**config.mk**
```make
export PLATFORM = sky130hd
export DESIGN_NAME = ipv4_subnet_planner_core
export DESIGN_NICKNAME = d
export VERILOG_FILES = /design/src/rtl/core/ipsp_pkg.sv /design/src/rtl/core/ipsp_prefix.sv /design/src/rtl/core/ipsp_rowgen.sv /design/src/rtl/core/ipv4_subnet_planner_core.sv
export SDC_FILE = /design/constraint.sdc
export NUM_CORES = 1
export LEC_CHECK = 0
export ABC_AREA = 1
export BUFFER_PORTS_ARGS = -buffer_cell sky130_fd_sc_hd__buf_2
export CORE_MARGIN = 2
export CORE_UTILIZATION = 53
export CTS_CLUSTER_DIAMETER = 120
export DETAILED_ROUTE_END_ITERATION = 10
export PLACE_DENSITY_LB_ADDON = 0.1
export SYNTH_ARGS = -nofsm -noshare
export SYNTH_HDL_FRONTEND = slang
export SYNTH_HIERARCHICAL = 1
export SYNTH_SLANG_ARGS = --single-unit
```
**constraint.sdc**
```tcl
create_clock -name aclk -period 8.8 [get_ports aclk]
set_input_delay 1.76 -clock aclk [delete_from_list [all_inputs] [get_ports aclk]]
set_output_delay 1.76 -clock aclk [all_outputs]
set_load 0.005 [all_outputs]
```
**src/rtl/core/ipsp_pkg.sv**
```systemverilog
package ipsp_pkg;

    // Field widths of the request and result items
    localparam int unsigned AddrW   = 32;
    localparam int unsigned PrefixW = 6;
    localparam int unsigned CountW  = 7;
    localparam int unsigned HostsW  = 31;
    localparam int unsigned IndexW  = 6;

    localparam int unsigned DefMaxSubnets = 64;

    // Prefix limits
    localparam logic [PrefixW-1:0] PrefixMax      = 6'd32;
    localparam logic [PrefixW-1:0] PrefixHostsMax = 6'd30;

    // Packed stream widths
    localparam int unsigned InDataW  = 80;   // 76 bits of fields, zero filled
    localparam int unsigned OutDataW = 176;  // 172 bits of fields, zero filled

    // Per-request plan handed from the prefix pipeline to the row generator
    typedef struct packed {
        logic [AddrW-1:0]   start_net;
        logic [AddrW-1:0]   step;
        logic [AddrW-1:0]   mask;
        logic [PrefixW-1:0] fin;
        logic               have_hosts;
        logic [IndexW-1:0]  last_idx;
    } plan_t;

endpackage

```
**src/rtl/core/ipsp_prefix.sv**
```systemverilog
module ipsp_prefix
    import ipsp_pkg::*;
#(
    parameter int unsigned MAX_SUBNETS = DefMaxSubnets
) (
    input  logic                aclk,
    input  logic                aresetn,
    input  logic                in_valid,
    output logic                in_ready,
    input  logic [AddrW-1:0]    in_addr,
    input  logic [PrefixW-1:0]  in_prefix,
    input  logic [CountW-1:0]   in_count,
    input  logic [HostsW-1:0]   in_hosts,
    output logic                out_valid,
    input  logic                out_ready,
    output plan_t               out_plan
);

    localparam logic [CountW-1:0] MaxCnt   = CountW'(MAX_SUBNETS);
    localparam logic [IndexW-1:0] MaxCntM1 = IndexW'(MAX_SUBNETS - 1);

    // Netmask of a prefix, zero for /0
    function automatic logic [AddrW-1:0] mask_of(input logic [PrefixW-1:0] p);
        logic [AddrW-1:0] m;
        m = '0;
        if (p != '0) begin
            m = {AddrW{1'b1}} << (PrefixMax - p);
        end
        return m;
    endfunction

    // Bit length of a byte, 0..8
    function automatic logic [3:0] bitlen8(input logic [7:0] v);
        logic [3:0] n;
        n = '0;
        for (int i = 0; i < 8; i++) begin
            if (v[i]) n = 4'(i + 1);
        end
        return n;
    endfunction

    // Bit length of a 6-bit value, 0..6
    function automatic logic [2:0] bitlen6(input logic [5:0] v);
        logic [2:0] n;
        n = '0;
        for (int i = 0; i < 6; i++) begin
            if (v[i]) n = 3'(i + 1);
        end
        return n;
    endfunction

    // Stage handshake
    logic v1_reg, v2_reg, v3_reg, v4_reg;
    logic rdy1, rdy2, rdy3, rdy4;

    assign rdy4     = !v4_reg || out_ready;
    assign rdy3     = !v3_reg || rdy4;
    assign rdy2     = !v2_reg || rdy3;
    assign rdy1     = !v1_reg || rdy2;
    assign in_ready = rdy1;

    always_ff @(posedge aclk) begin
        if (!aresetn) begin
            v1_reg <= 1'b0;
            v2_reg <= 1'b0;
            v3_reg <= 1'b0;
            v4_reg <= 1'b0;
        end else begin
            if (rdy1) v1_reg <= in_valid;
            if (rdy2) v2_reg <= v1_reg;
            if (rdy3) v3_reg <= v2_reg;
            if (rdy4) v4_reg <= v3_reg;
        end
    end

    // Stage 1: saturate the request fields, hosts + 1 for the host search
    logic [AddrW-1:0]   s1_addr_reg;
    logic [PrefixW-1:0] s1_base_reg, s1_base_next;
    logic [IndexW-1:0]  s1_cm1_reg, s1_cm1_next;
    logic               s1_hnz_reg;
    logic [AddrW-1:0]   s1_hp1_reg;

    always_comb begin
        s1_base_next = (in_prefix > PrefixMax) ? PrefixMax : in_prefix;
        if (in_count == '0) begin
            s1_cm1_next = '0;
        end else if (in_count > MaxCnt) begin
            s1_cm1_next = MaxCntM1;
        end else begin
            s1_cm1_next = IndexW'(in_count - CountW'(1));
        end
    end

    always_ff @(posedge aclk) begin
        if (rdy1) begin
            s1_addr_reg <= in_addr;
            s1_base_reg <= s1_base_next;
            s1_cm1_reg  <= s1_cm1_next;
            s1_hnz_reg  <= (in_hosts != '0);
            s1_hp1_reg  <= {1'b0, in_hosts} + AddrW'(1);
        end
    end

    // Stage 2: base network, log2 of the count, per-byte bit lengths
    logic [AddrW-1:0]   s2_net_reg;
    logic [PrefixW-1:0] s2_base_reg;
    logic [IndexW-1:0]  s2_cm1_reg;
    logic               s2_hnz_reg;
    logic [2:0]         s2_k_reg;
    logic [3:0]         s2_gnz_reg;
    logic [3:0]         s2_glen_reg [4];

    always_ff @(posedge aclk) begin
        if (rdy2) begin
            s2_net_reg  <= s1_addr_reg & mask_of(s1_base_reg);
            s2_base_reg <= s1_base_reg;
            s2_cm1_reg  <= s1_cm1_reg;
            s2_hnz_reg  <= s1_hnz_reg;
            s2_k_reg    <= bitlen6(s1_cm1_reg);
            for (int g = 0; g < 4; g++) begin
                s2_gnz_reg[g]  <= (s1_hp1_reg[8*g +: 8] != 8'h00);
                s2_glen_reg[g] <= bitlen8(s1_hp1_reg[8*g +: 8]);
            end
        end
    end

    // Stage 3: host prefix, subnet prefix, final prefix
    logic [PrefixW-1:0] hbits;
    logic [PrefixW-1:0] host_p;
    logic [PrefixW:0]   sub_p;
    logic [PrefixW:0]   fin_wide;
    logic [PrefixW-1:0] s3_fin_next;

    always_comb begin
        if (s2_gnz_reg[3]) begin
            hbits = 6'd24 + PrefixW'(s2_glen_reg[3]);
        end else if (s2_gnz_reg[2]) begin
            hbits = 6'd16 + PrefixW'(s2_glen_reg[2]);
        end else if (s2_gnz_reg[1]) begin
            hbits = 6'd8 + PrefixW'(s2_glen_reg[1]);
        end else begin
            hbits = PrefixW'(s2_glen_reg[0]);
        end
        host_p   = s2_hnz_reg ? (PrefixMax - hbits) : s2_base_reg;
        sub_p    = {1'b0, s2_base_reg} + (PrefixW + 1)'(s2_k_reg);
        fin_wide = ({1'b0, host_p} > sub_p) ? {1'b0, host_p} : sub_p;
        s3_fin_next = (fin_wide > {1'b0, PrefixMax}) ? PrefixMax : fin_wide[PrefixW-1:0];
    end

    logic [AddrW-1:0]   s3_net_reg;
    logic [IndexW-1:0]  s3_cm1_reg;
    logic [PrefixW-1:0] s3_fin_reg;

    always_ff @(posedge aclk) begin
        if (rdy3) begin
            s3_net_reg <= s2_net_reg;
            s3_cm1_reg <= s2_cm1_reg;
            s3_fin_reg <= s3_fin_next;
        end
    end

    // Stage 4: mask, block step (zero for /0, wraps mod 2^32), hosts flag
    logic [AddrW:0] block_wide;
    plan_t          plan_next;
    plan_t          plan_reg;

    always_comb begin
        block_wide           = (AddrW + 1)'(1) << (PrefixMax - s3_fin_reg);
        plan_next.start_net  = s3_net_reg;
        plan_next.step       = block_wide[AddrW-1:0];
        plan_next.mask       = mask_of(s3_fin_reg);
        plan_next.fin        = s3_fin_reg;
        plan_next.have_hosts = (s3_fin_reg <= PrefixHostsMax);
        plan_next.last_idx   = s3_cm1_reg;
    end

    always_ff @(posedge aclk) begin
        if (rdy4) begin
            plan_reg <= plan_next;
        end
    end

    assign out_valid = v4_reg;
    assign out_plan  = plan_reg;

endmodule

```
**src/rtl/core/ipsp_rowgen.sv**
```systemverilog
module ipsp_rowgen
    import ipsp_pkg::*;
(
    input  logic               aclk,
    input  logic               aresetn,
    input  logic               in_valid,
    output logic               in_ready,
    input  plan_t              in_plan,
    output logic               out_valid,
    input  logic               out_ready,
    output logic [AddrW-1:0]   network_address,
    output logic [AddrW-1:0]   broadcast_address,
    output logic [AddrW-1:0]   first_host,
    output logic [AddrW-1:0]   last_host,
    output logic               hosts_present,
    output logic [PrefixW-1:0] final_prefix,
    output logic [AddrW-1:0]   final_mask,
    output logic [IndexW-1:0]  subnet_index,
    output logic               last_row
);

    logic              valid_reg;
    plan_t             plan_reg;
    logic [AddrW-1:0]  net_reg;
    logic [IndexW-1:0] idx_reg;
    logic              is_last;
    logic              row_done;

    assign is_last  = (idx_reg == plan_reg.last_idx);
    assign row_done = valid_reg && out_ready;
    assign in_ready = !valid_reg || (row_done && is_last);

    // Control: busy while rows of the current request remain
    always_ff @(posedge aclk) begin
        if (!aresetn) begin
            valid_reg <= 1'b0;
        end else if (in_ready) begin
            valid_reg <= in_valid;
        end
    end

    // Row walk: load a new plan, or step to the next subnet
    always_ff @(posedge aclk) begin
        if (in_ready) begin
            plan_reg <= in_plan;
            net_reg  <= in_plan.start_net;
            idx_reg  <= '0;
        end else if (row_done) begin
            net_reg <= net_reg + plan_reg.step;
            idx_reg <= idx_reg + IndexW'(1);
        end
    end

    // Network is aligned to the block, so the host fields need no carry
    logic [AddrW-1:0] bcast;

    assign bcast             = net_reg | ~plan_reg.mask;
    assign out_valid         = valid_reg;
    assign network_address   = net_reg;
    assign broadcast_address = bcast;
    assign first_host        = plan_reg.have_hosts ? (net_reg | AddrW'(1)) : '0;
    assign last_host         = plan_reg.have_hosts ? (bcast & ~AddrW'(1)) : '0;
    assign hosts_present     = plan_reg.have_hosts;
    assign final_prefix      = plan_reg.fin;
    assign final_mask        = plan_reg.mask;
    assign subnet_index      = idx_reg;
    assign last_row          = is_last;

    // Row index never runs past the last row of the request
    a_idx_bound: assert property (@(posedge aclk) disable iff (!aresetn)
        valid_reg |-> (idx_reg <= plan_reg.last_idx))
        else $error("row index past last row");

    // A taken row that is not the last moves on by exactly one
    a_idx_step: assert property (@(posedge aclk) disable iff (!aresetn)
        (row_done && !is_last) |=> (idx_reg == $past(idx_reg) + IndexW'(1)))
        else $error("row index did not advance");

    // Network stays aligned to the final block size
    a_net_align: assert property (@(posedge aclk) disable iff (!aresetn)
        valid_reg |-> ((net_reg & ~plan_reg.mask) == '0))
        else $error("network address not aligned");

    // A new plan is taken only when no rows of the old one remain
    a_no_drop: assert property (@(posedge aclk) disable iff (!aresetn)
        (in_ready && valid_reg) |-> (row_done && is_last))
        else $error("request dropped before its last row");

endmodule

```
**src/rtl/core/ipv4_subnet_planner_core.sv**
```systemverilog
// IPv4 subnet planner. Each request (address, base prefix, subnet count,
// host count) is turned into one row per subnet: network, broadcast, first
// and last host, the final prefix and its mask. A four-stage prefix pipeline
// works out the base network and the final prefix and can take a request
// every cycle unless the row generator behind it stalls; that generator
// emits one row per cycle while the output is ready. A request yields N
// rows, N being its subnet count after saturation (0 counts as 1, capped at
// MAX_SUBNETS), and the row generator takes the next request only as the
// last row of the current one is taken.
module ipv4_subnet_planner_core
    import ipsp_pkg::*;
#(
    parameter int unsigned MAX_SUBNETS = DefMaxSubnets
) (
    input  logic                aclk,
    input  logic                aresetn,
    input  logic                s_tvalid,
    output logic                s_tready,
    // address[31:0], prefix_length[37:32], subnet_count[44:38],
    // host_count[75:45], zero fill above
    input  logic [InDataW-1:0]  s_tdata,
    output logic                m_tvalid,
    input  logic                m_tready,
    // network_address[31:0], broadcast_address[63:32], first_host[95:64],
    // last_host[127:96], final_prefix[133:128], final_mask[165:134],
    // subnet_index[171:166], zero fill above
    output logic [OutDataW-1:0] m_tdata,
    // hosts_present
    output logic                m_tuser,
    // last_row
    output logic                m_tlast
);

    logic               plan_valid;
    logic               plan_ready;
    plan_t              plan;

    ipsp_prefix #(
        .MAX_SUBNETS(MAX_SUBNETS)
    ) u_prefix (
        .aclk      (aclk),
        .aresetn   (aresetn),
        .in_valid  (s_tvalid),
        .in_ready  (s_tready),
        .in_addr   (s_tdata[31:0]),
        .in_prefix (s_tdata[37:32]),
        .in_count  (s_tdata[44:38]),
        .in_hosts  (s_tdata[75:45]),
        .out_valid (plan_valid),
        .out_ready (plan_ready),
        .out_plan  (plan)
    );

    logic [AddrW-1:0]   net;
    logic [AddrW-1:0]   bcast;
    logic [AddrW-1:0]   first_h;
    logic [AddrW-1:0]   last_h;
    logic [PrefixW-1:0] fin;
    logic [AddrW-1:0]   fmask;
    logic [IndexW-1:0]  idx;

    ipsp_rowgen u_rowgen (
        .aclk              (aclk),
        .aresetn           (aresetn),
        .in_valid          (plan_valid),
        .in_ready          (plan_ready),
        .in_plan           (plan),
        .out_valid         (m_tvalid),
        .out_ready         (m_tready),
        .network_address   (net),
        .broadcast_address (bcast),
        .first_host        (first_h),
        .last_host         (last_h),
        .hosts_present     (m_tuser),
        .final_prefix      (fin),
        .final_mask        (fmask),
        .subnet_index      (idx),
        .last_row          (m_tlast)
    );

    // Pack the result row
    assign m_tdata = {4'h0, idx, fmask, fin, last_h, first_h, bcast, net};

endmodule
```
==> results by group, run 1 <==
Place
  • Final GP Congestion: 0.8936
  • Placement Setup Slack: 2.013 ns
  • Number of port buffers: 254
  • DP HPWL: 33,740 um

STA
  • Minimum clock period: 6.655 ns
  • Slew @ Worst Pin: 1.023 ns
  • Final setup TNS: 0 ns
  • Final WS setup: 2.145 ns
  • Layout Skew: 0.03464 ns
  • Finish-stage setup viols: 0
  • Max Clk Rate: 150.3 MHz
  • RSZ-0062 raised after global routing: no
  • Worst hold slack: 0.4018 ns
  • Fin. max-slew vios: 0
  • Relative slew slack: 0.3174
  • Final Hold Viols: 0
  • Period utilisation layout: 0.7562

Floorplanning
  • Die footprint: 38,960 um2
  • Vert. Die Dim: 197.4 um
  • Area of the core: 36,700 um2
  • Num ports: 264
  • Initial Util: 0.5401
  • Row count: 70
  • Die width: 197.4 um

Setup path
  • Critical-path maximum fanout: 131
  • CP peak stage delay: 0.64 ns
  • Worst reg2reg setup slack: 4.11 ns
  • Reg2reg path depth: 15
  • Worst Path Required: 7.04 ns
  • Worst path most repeated cell: nor2_1
  • Critical path class: in -> out
  • Crit path cell chain: buf_2 -> nand2_4 -> nand2_8 -> nor2_1 -> clkinvlp_4 -> buf_4 -> nor2_1 -> inv_1 -> buf_4 -> nor2_1 -> nand2_4 -> buf_2
  • Worst r2r dst: u_prefix/s1_addr_reg[31]$_DFFE_PP_
  • Critical path's slowest cell: nand2_8
  • R2R Path Start: u_rowgen/plan_reg[1]$_DFFE_PP_
  • Worst setup SP type: input port
  • CP Data Arrival Time: 4.89 ns
  • CP Capture Type: output pin

Yosys
  • Post-synth EDFFs: 406
  • Synth area leader: edfxtp_1
  • Largest cells by area after synthesis: edfxtp_1 (62%), nand2_1 (9.0%), inv_1 (5.6%)
  • Top_reg_cell synth: edfxtp_1
  • Syn Area/Cell: 10.45 um2
  • Yosys top cell area share: 0.6152
  • Synth warnings: 6
  • Cell area after synthesis: 19,820 um2
  • Yosys reg bits: 417
  • Post-synthesis sequential area ratio: 0.6263
  • Cells after Synth: 1,897
  • Async set-reset flop share out of synthesis: 0
  • Synth unique cells: 55

Worst hold path
  • Hold Crit Start: u_prefix/s2_net_reg[2]$_DFFE_PP_
  • Hold Path Depth: 0
  • Hold Path End: u_prefix/s3_net_reg[2]$_DFFE_PP_
  • Worst hold path type: reg -> reg

GRT
  • Total gr overflow: 0
  • Vias in the first global route: 12,550
  • Pin count of the biggest net entering global routing: 132
  • Initial antenna violation count: 0
  • Total Routing Usage GR: 0.2313
  • First-pass GRT wire length: 68,100 um

Clock tree
  • CTS Buf Count: 44
  • Hold buffer count at CTS: 0
  • Sink Count: 417
  • Post-CTS Setup Bufs: 0
  • CTS tree: yes
  • Htree depth: 2
  • Post-CTS sizing: 0
  • CTS max path bufs: 3
  • Clk root buf: clkbuf_16
  • Clock slew at reported path FFs: 0.06 ns
  • Clock Latency Late Sink: 0.58 ns

Detailed routing
  • Vias: 13,340
  • Drt pass-1 iters: 5
  • Via-per-instance ratio: 5.049
  • Total wire length: 44,500 um
  • Wire per inst: 16.84 um
  • Detail Route Antenna Nets: 0
  • Final routed DRC violation total: 0
  • Drt initial violations: 903

Finish
  • Share of post-route cells with drive strength above 1: 0.1771
  • Filler Cells Inserted: 3,073
  • Register area: 12,410 um2
  • Layout area overhead: 14.83%
  • Nets: 2,283
  • Utilization after layout: 0.6202
  • Max reg flops: 109
  • Area taken by multi-input logic gates: 5787 um2
  • Commonest non-fill, non-tap cell in the layout: nand2_1
  • Antenna Cells: 0
  • Most frequent cells in the layout: nand2_1 (472), edfxtp_1 (406), inv_1 (294)

Job
  • Maxcap violations: 0

Power
  • Pleak: 10.71 nW
  • Power density over the cells: 228.0 nW/um2
  • Worst vdd ir: 0.0001608 V

Run status
  • Status: finished, final reports clean
## worst max-delay path, delay by kind of cell
kind / cells / cell delay [ns]
AND/OR/NAND/NOR: 6 / 1.63
buffers and inverters: 6 / 1.44
## report_power, final
part | total, mW | switching (mW) | leakage, nW | internal [mW]
Sequential | 2.59 | 0.143 | 4.72 | 2.45
Clock | 1.89 | 0.757 | 0.726 | 1.14
Combinational | 0.707 | 0.441 | 5.27 | 0.266
Total | 5.19 | 1.34 | 10.7 | 3.85
## Yosys cell counts, types with 6 or more instances
master,instances
clkbuf_1,10
xor2_1,31
nor2_1,160
dfxtp_1,11
nor3_1,31
o21ai_2,15
nand3b_1,6
o21bai_1,6
nand2_1,473
buf_4,46
o21ai_0,33
inv_2,8
ha_1,57
nor4_1,10
nand3_1,82
xnor2_1,27
edfxtp_1,406
inv_1,296
buf_2,6
a21oi_1,100
nand4_1,15
## worst max-delay path by stage
stage	depth (start not counted)	slack, ns	start	end
final	12	2.15	m_tready	s_tready
after global routing	12	1.76	m_tready	s_tready
after detailed placement	12	2.01	m_tready	s_tready
after floorplan	9	0.49	m_tready	s_tready
after CTS	12	2.01	m_tready	s_tready
after global placement	12	2.06	m_tready	s_tready
## logic make-up after synthesis
group,synth area share
flops,0.6263
buf+inv,0.08270
compound gates,0.04987
simple gates,0.1771
other cells,0.0003789
fa+ha+maj,0.03800
xor+xnor,0.02563
## final cells by class
cell class,instances,share of cell area
Timing Repair Buffer,261,0.05817
Inverter,304,0.05031
Clock inverter,30,0.01677
Sequential cell,417,0.5454
Multi-Input combinational cell,1112,0.2543
Clock buffer,50,0.04937
Tap cell,468,0.02573
## stage by stage
step,std cells,power [mW],cell area (um2)
floorplan,1900,3.038,19830
global placement,2562,3.321,21250
detailed placement,2562,3.334,21250
CTS,2642,5.235,22760
global route,2642,5.423,22760
finish,2642,5.189,22760
## per-layer routing
layer,global-route usage,part of all wire
met5,0,0
met4,0.1122,0.044
met3,0.03227,0.059
met2,0.3803,0.47
met1,0.3046,0.43
(Power assumes the default switching activity.)
==> run 2: changes to the inputs <==
--- a/config.mk
+++ b/config.mk
@@ -8,7 +8,7 @@
 export ABC_AREA = 1
 export BUFFER_PORTS_ARGS = -buffer_cell sky130_fd_sc_hd__buf_2
 export CORE_MARGIN = 2
-export CORE_UTILIZATION = 53
+export CORE_UTILIZATION = 58
 export CTS_CLUSTER_DIAMETER = 120
 export DETAILED_ROUTE_END_ITERATION = 10
 export PLACE_DENSITY_LB_ADDON = 0.1
==> constraint.sdc (replaced) <==
create_clock -name aclk -period 6.8 [get_ports aclk]
set_input_delay 1.36 -clock aclk [delete_from_list [all_inputs] [get_ports aclk]]
set_output_delay 1.36 -clock aclk [all_outputs]
set_load 0.005 [all_outputs]
==> results by group, run 2 (synthesis gave the netlist of run 1 again) <==
Run status
  • Status: finished, final reports clean

Setup path
  • Critical path class: in -> out
  • Crit path cell chain: buf_2 -> nand2_4 -> nand2_8 -> nor2_1 -> clkinvlp_4 -> nor2_1 -> inv_1 -> nor2_1 -> nand2_4 -> buf_2
  • Reg2reg path depth: 12 (-3)
  • Worst Path Required: 5.44 ns (-1.60 ns)
  • Critical path's top delay family: simple AND/OR/NAND/NOR gates
  • Critical path's slowest cell: nand2_4
  • Worst setup SP type: input port
  • R2R Path Start: u_rowgen/subnet_index[2]$_SDFFE_PP0P_
  • Worst r2r dst: u_prefix/out_plan[12]$_DFFE_PP_
  • WP buf/inv: 4 (-2)
  • Worst reg2reg setup slack: 3.44 ns (-0.67 ns)
  • CP Capture Type: output pin
  • Worst path most repeated cell: nor2_1
  • CP Data Arrival Time: 3.32 ns (-1.57 ns)
  • Critical-path maximum fanout: 50 (-62%)
  • CP peak stage delay: 0.35 ns (-0.29 ns)

Worst hold path
  • Hold Path Depth: 0 (unchanged)
  • Worst hold path type: reg -> reg
  • Hold Path End: u_rowgen/plan_reg[67]$_DFFE_PP_
  • Hold Crit Start: u_prefix/out_plan[67]$_SDFFCE_PP0P_

GRT
  • Pin count of the biggest net entering global routing: 83 (-37%)
  • Total gr overflow: 0 (unchanged)
  • Initial antenna violation count: 0 (unchanged)
  • Vias in the first global route: 12,840 (+2.4%)
  • Total Routing Usage GR: 0.2493 (+0.01798)
  • First-pass GRT wire length: 68,560 um (+0.67%)

STA
  • Minimum clock period: 4.683 ns
  • Layout Skew: 0.02293 ns (-0.01171 ns)
  • Slew @ Worst Pin: 1.035 ns (+0.01191 ns)
  • Relative slew slack: 0.3102 (-0.007189)
  • Final setup TNS: 0 ns (unchanged)
  • Fin. max-slew vios: 0 (unchanged)
  • Max Clk Rate: 213.5 MHz
  • Period utilisation layout: 0.6887
  • RSZ-0062 raised after global routing: no
  • Final Hold Viols: 0 (unchanged)
  • Finish-stage setup viols: 0 (unchanged)

Clock tree
  • Hold buffer count at CTS: 0 (unchanged)
  • Clk root buf: clkbuf_16
  • CTS max path bufs: 3 (unchanged)
  • Post-CTS Setup Bufs: 0 (unchanged)
  • Htree depth: 2 (unchanged)
  • Clock Latency Late Sink: 0.55 ns (-0.03 ns)
  • CTS Buf Count: 42 (-4.5%)
  • Sink Count: 417 (unchanged)
  • CTS tree: yes
  • Clock slew at reported path FFs: 0.06 ns (about the same)
  • Post-CTS sizing: 0 (unchanged)

Floorplanning
  • Die width: 188.9 um (-4.3%)
  • Die footprint: 35,670 um2 (-8.4%)
  • Area of the core: 33,620 um2 (-8.4%)
  • Row count: 67 (-4.3%)
  • Initial Util: 0.5896 (+0.04951)
  • Num ports: 264 (unchanged)
  • Vert. Die Dim: 188.9 um (-4.3%)

Power
  • Pint: 4.707 mW (+22%)
  • Pleak: 10.61 nW (-0.94%)
  • Power density over the cells: 283.7 nW/um2 (+24%)
  • Switching Share: 0.2635 (+0.005205)
  • Clock share of power: 0.332 (-0.033)
  • Net Sw Power: 1.684 mW (+26%)
  • Combinational power share: 0.143 (+0.007)
  • Sequential Power Share: 0.525 (+0.026)
  • Worst vdd ir: 0.0002110 V (+31%)

Finish
  • Share of post-route cells with drive strength above 1: 0.1727 (-0.004441)
  • Nets: 2,282 (-0.044%)
  • Non-filler cells, final: 2,620 (-0.83%)
  • Antenna Cells: 0 (unchanged)
  • Filler Cells Inserted: 2,593 (-16%)
  • Layout area overhead: 13.68%
  • Commonest non-fill, non-tap cell in the layout: nand2_1
  • Max reg flops: 109 (unchanged)
  • Most frequent cells in the layout: nand2_1 (472), edfxtp_1 (406), inv_1 (294)

Detailed routing
  • Drt pass-1 iters: 5 (unchanged)
  • Detail Route Antenna Nets: 0 (unchanged)
  • Via-per-instance ratio: 5.152 (+2.0%)
  • Wire per inst: 16.80 um (-0.25%)
  • Final routed DRC violation total: 0 (unchanged)
  • Vias: 13,500 (+1.2%)
  • Drt initial violations: 1,048 (+16%)
  • Total wire length: 44,020 um (-1.1%)

Place
  • DP HPWL: 33,520 um (-0.65%)
  • Placed cell count: 2,543 (-0.74%)
  • Number of port buffers: 254 (unchanged)
  • Final GP Congestion: 0.9376 (+4.9%)

Job
  • Maxcap violations: 0 (unchanged)
## run 2: worst reg2reg max path, stage by stage, from the launching register on
cell and delay, ns:
dfxtp_1 0.40, inv_2 0.06, nand2_1 0.08, nand2_1 0.07, nor3_2 0.11, nand2_1 0.11
nor2_4 0.17, nand2_4 0.09, nand2_8 0.32, nor2_1 0.15, clkinvlp_4 0.10, buf_4 0.36
buf_4 0.85
## run 2: how the worst max path moves through the flow
stage               slack (ns)  endpoint  cells past startpoint                                   from
floorplan                 0.20  s_tready                      9                               m_tready
global placement          2.15  s_tready                     10                               m_tready
detailed placement        2.12  s_tready                     10                               m_tready
CTS                       2.10  s_tready                     10                               m_tready
global route              1.95  s_tready                     13  u_rowgen/subnet_index[4]$_SDFFE_PP0P_
finish                    2.12  s_tready                     10                               m_tready
## run 2: area by class of cell
| cell class | instances | area [um2] | area share |
|---|---|---|---|
| multi-input cells | 1112 | 5787 | 0.2568 |
| clock inverters | 26 | 200.2 | 0.008885 |
| inverters | 304 | 1145 | 0.05081 |
| flip-flops and latches | 417 | 12410 | 0.5509 |
| repair buffers | 262 | 1331 | 0.05909 |
| well taps | 448 | 560.5 | 0.02488 |
| clock buffers | 51 | 1095 | 0.04859 |
## run 2: layer usage
metal	routed length [um]	share of wire	vias up	track usage
met5	0	0	-	0
met1	18440	0.42	6190	0.3256
met4	2096	0.048	0	0.1157
li1	-	-	6705	-
met2	20850	0.47	505	0.4197
met3	2633	0.060	97	0.03114
## run 2: power groups by stage
stage               logic (mW)  clock network, mW  registers (mW)
finish                   0.914               2.12            3.36
global route              1.02               2.28            3.39
CTS                      0.909               2.17            3.36
detailed placement       0.903                  0            3.41
global placement         0.888                  0            3.40
floorplan                0.618                  0            3.31
## run 2: stage by stage
stage | utilization | total power [mW] | hold WS (ns) | instance area, um2 | setup slack, ns
final | 0.6702 | 6.391 | 0.4098 | 22530 | 2.117
after global routing | 0.6702 | 6.683 | 0.4205 | 22530 | 1.954
after CTS | 0.6702 | 6.440 | 0.4069 | 22530 | 2.102
after detailed placement | 0.6317 | 4.313 | 0.4045 | 21240 | 2.118
after global placement | 0.6317 | 4.285 | 0.4007 | 21240 | 2.145
after floorplan | - | 3.932 | 0.4003 | 19840 | 0.1982
